File: src/sv/sia_pkg.sv
// Package of types, constants and helper functions for the radix text converter.
package sia_pkg;

    localparam int VALUE_W        = 32;
    localparam int RADIX_W        = 6;
    localparam int DIGIT_W        = 6;
    localparam int CHAR_W         = 8;
    localparam int SIA_MAX_DIGITS = 32;

    localparam logic [RADIX_W-1:0] RADIX_RESET   = 6'd10;
    localparam logic [RADIX_W-1:0] RADIX_MIN     = 6'd2;
    localparam logic [RADIX_W-1:0] RADIX_MAX     = 6'd36;
    localparam logic [DIGIT_W-1:0] DIGIT_TEN     = 6'd10;
    localparam logic [CHAR_W-1:0]  LETTER_OFFSET = 8'd87;
    localparam logic [CHAR_W-1:0]  CHAR_ZERO     = 8'h30;
    localparam logic [CHAR_W-1:0]  CHAR_NINE     = 8'h39;
    localparam logic [CHAR_W-1:0]  CHAR_LOWER_A  = 8'h61;
    localparam logic [CHAR_W-1:0]  CHAR_LOWER_Z  = 8'h7a;
    localparam logic [CHAR_W-1:0]  CHAR_MINUS    = 8'h2d;

    typedef enum logic [1:0] {
        ST_IDLE,
        ST_DIV,
        ST_SIGN,
        ST_EMIT
    } sia_state_t;

    // Clamp the programmed radix into the supported range.
    function automatic logic [RADIX_W-1:0] effective_radix(input logic [RADIX_W-1:0] r);
        logic [RADIX_W-1:0] res;
        res = r;
        if (r < RADIX_MIN)
        begin
            res = RADIX_MIN;
        end
        else if (r > RADIX_MAX)
        begin
            res = RADIX_MAX;
        end
        return res;
    endfunction

    // Map a digit value to its ASCII code: 0..9 to digits, 10..35 to lowercase letters.
    function automatic logic [CHAR_W-1:0] digit_char(input logic [DIGIT_W-1:0] d);
        logic [CHAR_W-1:0] res;
        if (d >= DIGIT_TEN)
        begin
            res = CHAR_W'(d) + LETTER_OFFSET;
        end
        else
        begin
            res = CHAR_W'(d) + CHAR_ZERO;
        end
        return res;
    endfunction

endpackage

File: src/sv/signed_int_to_radix_ascii_unit.sv
// Signed 32-bit integer to ASCII text converter in a programmable radix.
//
// Input stream s_axis: one beat carries one signed 32-bit value in tdata.
// Output stream m_axis: one beat per character, most significant first,
// with a leading '-' for negative values; tlast marks the final digit.
// Config channel cfg: a beat on cfg_valid/cfg_ready writes the radix
// (values below 2 act as 2, above 36 as 36). Write it only while idle.
// Digits come from a bit-serial divider that produces one quotient bit per
// cycle; after each divide the remainder is pushed and the divider restarts
// on the quotient. Once the last digit is pushed, characters follow at one
// character per cycle while the receiver keeps tready high.
// s_axis_tready is high only between values.
// One output register separates the block from the receiver: when tready
// is low the current beat holds and character generation pauses.
// Reset sets the radix to ten and returns the block to idle with no
// output beat pending.
module signed_int_to_radix_ascii_unit
    import sia_pkg::*;
#(
    parameter int MAX_DIGITS = SIA_MAX_DIGITS
)
(
    input  logic               clk,
    input  logic               rst_n,
    input  logic               s_axis_tvalid,
    output logic               s_axis_tready,
    input  logic [VALUE_W-1:0] s_axis_tdata,   // [31:0] value
    output logic               m_axis_tvalid,
    input  logic               m_axis_tready,
    output logic [CHAR_W-1:0]  m_axis_tdata,   // [7:0] character
    output logic               m_axis_tlast,
    input  logic               cfg_valid,
    output logic               cfg_ready,
    input  logic [RADIX_W-1:0] cfg_data        // [5:0] radix
);

    localparam int CNT_W = $clog2(MAX_DIGITS + 1);

    sia_state_t          state_reg;
    sia_state_t          state_next;
    logic [RADIX_W-1:0]  radix_reg;
    logic                neg_reg;
    logic [CNT_W-1:0]    cnt_reg;
    logic [CNT_W-1:0]    cnt_next;
    logic [CNT_W-1:0]    cnt_inc;
    logic                out_valid_reg;
    logic                out_valid_next;
    logic [CHAR_W-1:0]   out_char_reg;
    logic                out_last_reg;

    logic                slot_free;
    logic                more_digits;
    logic                in_ready;
    logic                div_start;
    logic [VALUE_W-1:0]  div_dividend;
    logic [RADIX_W-1:0]  div_divisor;
    logic                div_done;
    logic [VALUE_W-1:0]  div_quot;
    logic [DIGIT_W-1:0]  div_rem;
    logic                push;
    logic                pop;
    logic [DIGIT_W-1:0]  top_digit;
    logic                load_out;
    logic [CHAR_W-1:0]   load_char;
    logic                load_last;
    logic [VALUE_W-1:0]  magnitude;

    assign slot_free   = !out_valid_reg || m_axis_tready;
    assign cnt_inc     = cnt_reg + CNT_W'(1);
    assign more_digits = (div_quot != '0) && (cnt_inc < CNT_W'(MAX_DIGITS));
    assign div_divisor = effective_radix(radix_reg);
    assign magnitude   = s_axis_tdata[VALUE_W-1] ? (~s_axis_tdata + VALUE_W'(1)) : s_axis_tdata;

    sia_divider u_div (
        .clk       (clk),
        .rst_n     (rst_n),
        .start     (div_start),
        .dividend  (div_dividend),
        .divisor   (div_divisor),
        .done      (div_done),
        .quotient  (div_quot),
        .remainder (div_rem)
    );

    sia_digit_stack #(
        .DEPTH (MAX_DIGITS)
    ) u_stack (
        .clk        (clk),
        .push       (push),
        .pop        (pop),
        .push_digit (div_rem),
        .top_digit  (top_digit)
    );

    // Next state
    always_comb
    begin
        state_next = state_reg;
        case (state_reg)
            ST_IDLE:
            begin
                if (s_axis_tvalid)
                begin
                    state_next = ST_DIV;
                end
            end
            ST_DIV:
            begin
                if (div_done && !more_digits)
                begin
                    state_next = neg_reg ? ST_SIGN : ST_EMIT;
                end
            end
            ST_SIGN:
            begin
                if (slot_free)
                begin
                    state_next = ST_EMIT;
                end
            end
            ST_EMIT:
            begin
                if (slot_free && (cnt_reg == CNT_W'(1)))
                begin
                    state_next = ST_IDLE;
                end
            end
            default:
            begin
                state_next = ST_IDLE;
            end
        endcase
    end

    // Outputs
    always_comb
    begin
        in_ready     = 1'b0;
        div_start    = 1'b0;
        div_dividend = magnitude;
        push         = 1'b0;
        pop          = 1'b0;
        load_out     = 1'b0;
        load_char    = CHAR_MINUS;
        load_last    = 1'b0;
        case (state_reg)
            ST_IDLE:
            begin
                in_ready  = 1'b1;
                div_start = s_axis_tvalid;
            end
            ST_DIV:
            begin
                if (div_done)
                begin
                    push         = 1'b1;
                    div_start    = more_digits;
                    div_dividend = div_quot;
                end
            end
            ST_SIGN:
            begin
                load_out = slot_free;
            end
            ST_EMIT:
            begin
                load_out  = slot_free;
                pop       = slot_free;
                load_char = digit_char(top_digit);
                load_last = (cnt_reg == CNT_W'(1));
            end
            default:
            begin
                in_ready = 1'b0;
            end
        endcase
    end

    always_comb
    begin
        cnt_next = cnt_reg;
        if (in_ready && s_axis_tvalid)
        begin
            cnt_next = '0;
        end
        else if (push)
        begin
            cnt_next = cnt_inc;
        end
        else if (pop)
        begin
            cnt_next = cnt_reg - CNT_W'(1);
        end
    end

    always_comb
    begin
        out_valid_next = out_valid_reg;
        if (load_out)
        begin
            out_valid_next = 1'b1;
        end
        else if (m_axis_tready)
        begin
            out_valid_next = 1'b0;
        end
    end

    always_ff @(posedge clk or negedge rst_n)
    begin
        if (!rst_n)
        begin
            state_reg     <= ST_IDLE;
            radix_reg     <= RADIX_RESET;
            neg_reg       <= 1'b0;
            cnt_reg       <= '0;
            out_valid_reg <= 1'b0;
        end
        else
        begin
            state_reg     <= state_next;
            cnt_reg       <= cnt_next;
            out_valid_reg <= out_valid_next;
            if (cfg_valid)
            begin
                radix_reg <= cfg_data;
            end
            if (in_ready && s_axis_tvalid)
            begin
                neg_reg <= s_axis_tdata[VALUE_W-1];
            end
        end
    end

    // Hold the beat while the receiver stalls.
    always_ff @(posedge clk)
    begin
        if (load_out)
        begin
            out_char_reg <= load_char;
            out_last_reg <= load_last;
        end
    end

    assign s_axis_tready = in_ready;
    assign cfg_ready     = 1'b1;
    assign m_axis_tvalid = out_valid_reg;
    assign m_axis_tdata  = out_char_reg;
    assign m_axis_tlast  = out_last_reg;

endmodule

File: src/sv/sia_divider.sv
// Bit-serial restoring divider: one quotient bit per cycle, divisor is the radix.
module sia_divider
    import sia_pkg::*;
(
    input  logic               clk,
    input  logic               rst_n,
    input  logic               start,
    input  logic [VALUE_W-1:0] dividend,
    input  logic [RADIX_W-1:0] divisor,
    output logic               done,
    output logic [VALUE_W-1:0] quotient,
    output logic [DIGIT_W-1:0] remainder
);

    localparam int BIT_CNT_W = $clog2(VALUE_W);

    logic                 busy_reg;
    logic                 busy_next;
    logic                 done_reg;
    logic                 done_next;
    logic [BIT_CNT_W-1:0] bit_cnt_reg;
    logic [BIT_CNT_W-1:0] bit_cnt_next;
    logic [VALUE_W-1:0]   quot_reg;
    logic [VALUE_W-1:0]   quot_next;
    logic [DIGIT_W-1:0]   rem_reg;
    logic [DIGIT_W-1:0]   rem_next;
    logic [DIGIT_W:0]     partial;
    logic                 fits;

    // Shift in the next dividend bit and subtract the divisor when it fits.
    assign partial = {rem_reg, quot_reg[VALUE_W-1]};
    assign fits    = partial >= {1'b0, divisor};

    always_comb
    begin
        busy_next    = busy_reg;
        done_next    = 1'b0;
        bit_cnt_next = bit_cnt_reg;
        quot_next    = quot_reg;
        rem_next     = rem_reg;
        if (start)
        begin
            busy_next    = 1'b1;
            bit_cnt_next = '0;
            quot_next    = dividend;
            rem_next     = '0;
        end
        else if (busy_reg)
        begin
            quot_next    = {quot_reg[VALUE_W-2:0], fits};
            rem_next     = fits ? DIGIT_W'(partial - {1'b0, divisor}) : DIGIT_W'(partial);
            bit_cnt_next = bit_cnt_reg + BIT_CNT_W'(1);
            if (bit_cnt_reg == BIT_CNT_W'(VALUE_W - 1))
            begin
                busy_next = 1'b0;
                done_next = 1'b1;
            end
        end
    end

    always_ff @(posedge clk or negedge rst_n)
    begin
        if (!rst_n)
        begin
            busy_reg    <= 1'b0;
            done_reg    <= 1'b0;
            bit_cnt_reg <= '0;
        end
        else
        begin
            busy_reg    <= busy_next;
            done_reg    <= done_next;
            bit_cnt_reg <= bit_cnt_next;
        end
    end

    always_ff @(posedge clk)
    begin
        quot_reg <= quot_next;
        rem_reg  <= rem_next;
    end

    assign done      = done_reg;
    assign quotient  = quot_reg;
    assign remainder = rem_reg;

endmodule

File: src/sv/sia_digit_stack.sv
// Shift-register digit stack: push least significant digit first, pop most significant first.
module sia_digit_stack
    import sia_pkg::*;
#(
    parameter int DEPTH = SIA_MAX_DIGITS
)
(
    input  logic               clk,
    input  logic               push,
    input  logic               pop,
    input  logic [DIGIT_W-1:0] push_digit,
    output logic [DIGIT_W-1:0] top_digit
);

    logic [DIGIT_W-1:0] stk_reg  [DEPTH];
    logic [DIGIT_W-1:0] stk_next [DEPTH];

    always_comb
    begin
        for (int i = 0; i < DEPTH; i++)
        begin
            stk_next[i] = stk_reg[i];
            if (push)
            begin
                stk_next[i] = (i == 0) ? push_digit : stk_reg[(i == 0) ? 0 : i - 1];
            end
            else if (pop && (i < DEPTH - 1))
            begin
                stk_next[i] = stk_reg[(i < DEPTH - 1) ? i + 1 : i];
            end
        end
    end

    always_ff @(posedge clk)
    begin
        for (int i = 0; i < DEPTH; i++)
        begin
            stk_reg[i] <= stk_next[i];
        end
    end

    assign top_digit = stk_reg[0];

endmodule

File: config.mk
export PLATFORM = sky130hd
export DESIGN_NAME = signed_int_to_radix_ascii_unit
export DESIGN_NICKNAME = d
export VERILOG_FILES = /design/src/sv/sia_pkg.sv /design/src/sv/signed_int_to_radix_ascii_unit.sv /design/src/sv/sia_divider.sv /design/src/sv/sia_digit_stack.sv
export SDC_FILE = /design/constraint.sdc
export NUM_CORES = 1
export LEC_CHECK = 0
export BUFFER_PORTS_ARGS = -buffer_cell sky130_fd_sc_hd__clkbuf_2
export CAP_MARGIN = 0
export CORE_MARGIN = 4
export CORE_UTILIZATION = 45
export DETAILED_ROUTE_END_ITERATION = 7
export GPL_TIMING_DRIVEN = 0
export PLACE_DENSITY = 0.71
export SYNTH_ARGS = -nofsm -noshare
export SYNTH_HDL_FRONTEND = slang
export SYNTH_HIERARCHICAL = 1
export SYNTH_SLANG_ARGS = --single-unit
File: constraint.sdc
create_clock -name clk -period 16 [get_ports clk]
set_clock_uncertainty 0.15 [all_clocks]
set_input_delay 3.2 -clock clk [delete_from_list [all_inputs] [get_ports clk]]
set_output_delay 3.2 -clock clk [all_outputs]
set_load 0.02 [all_outputs]
## Yosys cells after proc, flatten, opt, wreduce, memory -nomap -nowiden

Memory sizes are Yosys's and may differ from the RTL's.
Index checks and enable logic that the tools add are counted.

| storage, ports and cells | value |
|---|---|
| bits in registers | 70 |
| bits in latches | 0 |
| memory bits (writable) | 192 |
| bits in read-only memories | 0 |
| bits of input ports | 43 |
| word-level logic and storage cells | 149 |
| memories | 1 |

Memory list:

| name | depth | width | read ports | clocked after memory_dff | write ports | line | RTL |
|---|---|---|---|---|---|---|---|
| u_stack.stk_reg | 32 | 6 | 32 | 0 | 32 | sia_digit_stack.sv:15 | `logic [DIGIT_W-1:0] stk_reg [DEPTH];` |

| cells by class | value |
|---|---|
| add/subtract/negate cells | 7 |
| $mul | 0 |
| div/mod/pow operators | 0 |
| $lt $le $gt $ge | 5 |
| eq/ne operators | 10 |
| shift operators | 0 |
| multiplexer cells | 98 |
| bitwise operators | 1 |
| reduce and logical (&&, ||, !) cells | 15 |

Operator list:

| cell | number |
|---|---|
| $mux 6 | 69 |
| $mux 32 | 5 |
| $add 32x1->32 const B | 1 |
| $not 32->32 | 1 |
| $reduce_bool 32->1 | 1 |
| $mux 1 | 15 |
| $mux 5 | 2 |
| $add 6x7->8 const B | 1 |
| $mux 2 | 4 |
| $mux 8 | 1 |
| $ne 2x2->1 const B | 4 |
| $pmux 2 s4 | 1 |
| $add 6x6->7 const B | 1 |
| $ge 7x6->1 | 1 |
| $add 6x1->6 const B | 1 |
| $eq 6x1->1 const B | 1 |
| $ge 6x4->1 const B | 1 |
| $gt 6x6->1 const B | 1 |
| $lt 6x2->1 const B | 1 |
| $lt 6x6->1 const B | 1 |
| $sub 6x1->6 const B | 1 |
| $sub 6x6->6 | 1 |
| $add 5x1->5 const B | 1 |
| $eq 5x5->1 const B | 1 |
| other kinds (13) | 19 |

## Depth between registers and ports, before layout

| logic depth | value |
|---|---|
| depth in word-level cells | 7 |
| gate-level depth with buffers | 10 |
| depth with buffers taken out | 10 |

## Cells and area by module

Netlist, hierarchy kept.

By module, submodules not included:

| module | instances | cells an instance | area each (µm²) | seq. area each (µm²) |
|---|---|---|---|---|
| sia_digit_stack | 1 | 406 | 8600.7 | 5765.5 |
| signed_int_to_radix_ascii_unit | 1 | 334 | 2607.5 | 673.1 |
| sia_divider | 1 | 171 | 2240.9 | 1256.2 |

## Worst setup path after synthesis

No wires, ideal clock.

| path | value |
|---|---|
| path kind | input -> register |
| from | input port m_axis_tready |
| to | memory u_stack.stk_reg[0][0], enable pin |
| setup time | 0.468 ns |
| arrival | 5.796 ns |
| path slack | 9.586 ns |
| stages on the path | 4 |
| buffers on the path | 0 |
| cells stage by stage | nand2b_1 > nand2_1 > inv_1 > or2_2 |

RTL lines:

| item | line | RTL |
|---|---|---|
| start: declaration | signed_int_to_radix_ascii_unit.sv:29 | `input logic m_axis_tready,` |
| end: declaration | sia_digit_stack.sv:15 |  |

## Worst setup path after layout

| path | value |
|---|---|
| from | input port s_axis_tvalid |
| to | register u_div.quot_reg[11], in the netlist u_div/quotient[11], enable pin |

| on the way | value |
|---|---|
| cells in the longest elaborated chain, start to end | 3 |
| elaborated cells between the ends (all ways) | 4 |

RTL lines:

| item | line | RTL |
|---|---|---|
| start: declaration | signed_int_to_radix_ascii_unit.sv:25 | `input logic s_axis_tvalid,` |
| $pmux 1 s2 (*) | signed_int_to_radix_ascii_unit.sv:146 | `case (state_reg)` |
| net div_start | signed_int_to_radix_ascii_unit.sv:54 | `logic div_start;` |
| $ne 3x3->1 (no source line) / $reduce_bool 2->1 (equally long branches) | -- |  |
| $reduce_and 2->1 (no source line) (*) | -- |  |
| end signal: assignment | sia_divider.sv:79 | `quot_reg <= quot_next;` |
| end: declaration | sia_divider.sv:23 | `logic [VALUE_W-1:0] quot_reg;` |

Mark *: on every way through the listed nets, which the timed path passes. The rest lies on a longest branch.
A chain may end at the register's enable or synchronous reset.

==> flow_metrics.env <==
export IMPL_status="complete, no violations"
export IMPL_post_synth_cell_area_avg_um2=14.8
export IMPL_cts_tree="done"
export IMPL_wl_per_cell_um=17.4
export IMPL_finish_utilization=0.518
export IMPL_rows=63
export IMPL_yosysTopAreaCellShare=0.520
export IMPL_vias_per_cell=5.32
export IMPL_worst_slew_pin_slew_ns=0.937
export IMPL_antenna_found_initial=0
export IMPL_synth_edff_count=233
export IMPL_relSlewSlack=0.370
export IMPL_tns_ns=0
export IMPL_ys_top_cells_by_area="edfxtp_1 (52%), mux2_4 (14%), mux2_2 (8.0%)"
export IMPL_postCtsSetupBuffers=0
export IMPL_timing_critical_path_buf_inv=3
export IMPL_maxSlewViolCount=0
export IMPL_grt_max_degree=70
export IMPL_power_total_mw=2.73
export IMPL_fin_crit_ns=5.42
export IMPL_synthCells=911
export IMPL_dieHeight_um=181
export IMPL_synth_warnings=6
export IMPL_worstSetupStartpointType="input port"
export IMPL_drive_gt1_frac=0.365
export IMPL_routed_wl_um=24500
export IMPL_end_kind="flop"
export IMPL_via_count=7486
export IMPL_path_cells="clkbuf_2, and2_1, clkbuf_1, o21bai_1, buf_1, or2_2"
export IMPL_hold_viol_final=0
export IMPL_critPathMaxStageDelay_ns=0.76
export IMPL_initial_core_util=0.455
export IMPL_synth_cell_type_count=63
export IMPL_area_growth_pct=13.8
export IMPL_clk_path_buf_depth=3
export IMPL_p_leak_nw=5.68
export IMPL_place_area_um2=14300
export IMPL_die_w_um=181
export IMPL_synth_flop_cell="edfxtp_1"
export IMPL_clk_pin_slew_ns=0.06
export IMPL_setup_viol=0
export IMPL_firstDrtPassIters=5
export IMPL_insertion_delay_ns=0.54
export IMPL_drc=0
export IMPL_crit_required_ns=16.02
export IMPL_post_route_cell_area_um2=15300
export IMPL_antenna_cells=0
export IMPL_slowest_stage="or2_2"
export IMPL_htreeDepth=1
export IMPL_async_reset_ff_frac=0.0878
export IMPL_yosys_cell_count_top_type="edfxtp_1"
export IMPL_final_nets=1062
export IMPL_place_congestion=0.822
export IMPL_grt_use_total=0.145
export IMPL_synth_seq_area_share=0.572
export IMPL_postCtsResizedCells=0
export IMPL_critical_path_arrival_ns=5.44
export IMPL_grt_pass1_wl_um=40100
export IMPL_maxCapViolCount=0
export IMPL_largest_register_ffs=192
export IMPL_numPortBuffers=52
export IMPL_critPathKind="input port to flop"
export IMPL_gr_total_overflow=0
export IMPL_antenna_left=0
export IMPL_clock_root_buffer="clkbuf_16"
export IMPL_critPathMaxFanout=32
export IMPL_grt_setup_unrepaired="false"
export IMPL_io_pins=55
export IMPL_fin_crit_sh=0.339
export IMPL_reg2reg_slack_ns=11.03
export IMPL_dp_hpwl_um=16500
export IMPL_first_global_vias=7575
export IMPL_syn_nets=978
export IMPL_die_area_um2=32700
export IMPL_cp_top_family="buffers and inverters"
export IMPL_synth_largest_area_cell="edfxtp_1"
export IMPL_cts_inserted_buffers=28
export IMPL_core_area_um2=29600
export IMPL_syn_area_um2=13400
export IMPL_netlist_top_cells_count="edfxtp_1 (233), mux2_4 (129), mux2_2 (96)"
export IMPL_hp_class="flop to flop"
export IMPL_synth_seq_cells=262
export IMPL_ir_drop_mv=0.0789
export IMPL_fmax_ghz=0.184
export IMPL_p_per_area_nw_per_um2=178
export IMPL_cts_sink_count=262
export IMPL_drt_initial_drc_count=594
export IMPL_ctsHoldBuffers=0
-- cell type report --
class / count / area, um^2
plain buffers: 51 / 358
inverters: 25 / 93.8
clock buffers: 32 / 747
flip-flops and latches: 262 / 7690
multi-input cells: 573 / 5310
repair buffers: 54 / 315
clock inverters: 20 / 305
well taps: 390 / 488
fillers: 2483 / 14300
-- final timing paths --
check / startpoint / endpoint / depth (start not counted)
min in group asynchronous: rst_n / state_reg[1] / 1
hold / removal: u_stack/stk_reg[1][85] / u_stack/stk_reg[1][91] / 0
setup / recovery: s_axis_tvalid / u_div/quotient[11] / 6
setup reg to reg: state_reg[1] / u_stack/stk_reg[1][61] / 12
hold reg to reg: u_stack/stk_reg[1][85] / u_stack/stk_reg[1][91] / 0
max in group asynchronous: rst_n / radix_reg[2] / 1
-- stage by stage --
step / cells / setup WS, ns / hold WS, ns
after detailed placement: 1355 / 10.03 / 0.293
after global routing: 1407 / 10.44 / 0.315
after CTS: 1407 / 10.60 / 0.304
after floorplan: 911 / 9.59 / 0.272
after global placement: 1353 / 8.46 / 0.279
final: 1407 / 10.58 / 0.300
-- layer usage --
metal	wire, um	track usage
met2	11300	0.231
met1	11900	0.215
met4	489	0.0324
met5	0	0
met3	700	0.0171
-- report_power, final --
part / internal [mW] / switching (mW)
clock: 0.463 / 0.268
combinational: 0.365 / 0.347
sequential: 1.12 / 0.165
-- kinds of logic (layout without fill, tap and decap cells) --
logic type	Yosys count	count (layout)	share of synthesized area
buffers and inverters	76	182	0.0336
DFF	262	262	0.572
muxes	231	231	0.229
xor gates and xnor gates	43	43	0.0280
AOI/OAI and AO/OA	107	107	0.0517
adders and majority gates	25	25	0.0236
other	1	1	0.000279
and+or+nand+nor	166	166	0.0618
-- cell usage in the layout, fill, tap and decap left out, drive strengths merged, types with 11 or more instances in the layout --
cell type,synthesis,routed
edfxtp,233,233
mux2,225,225
clkbuf,15,99
nand2,56,56
o21ai,43,43
buf,36,38
nor2,36,36
xor2,33,33
inv,24,24
ha,23,23
dfrtp,21,21
a21oi,17,17
nor4,13,13
o31ai,11,11
Note: power is estimated with default switching activity, not from simulation.
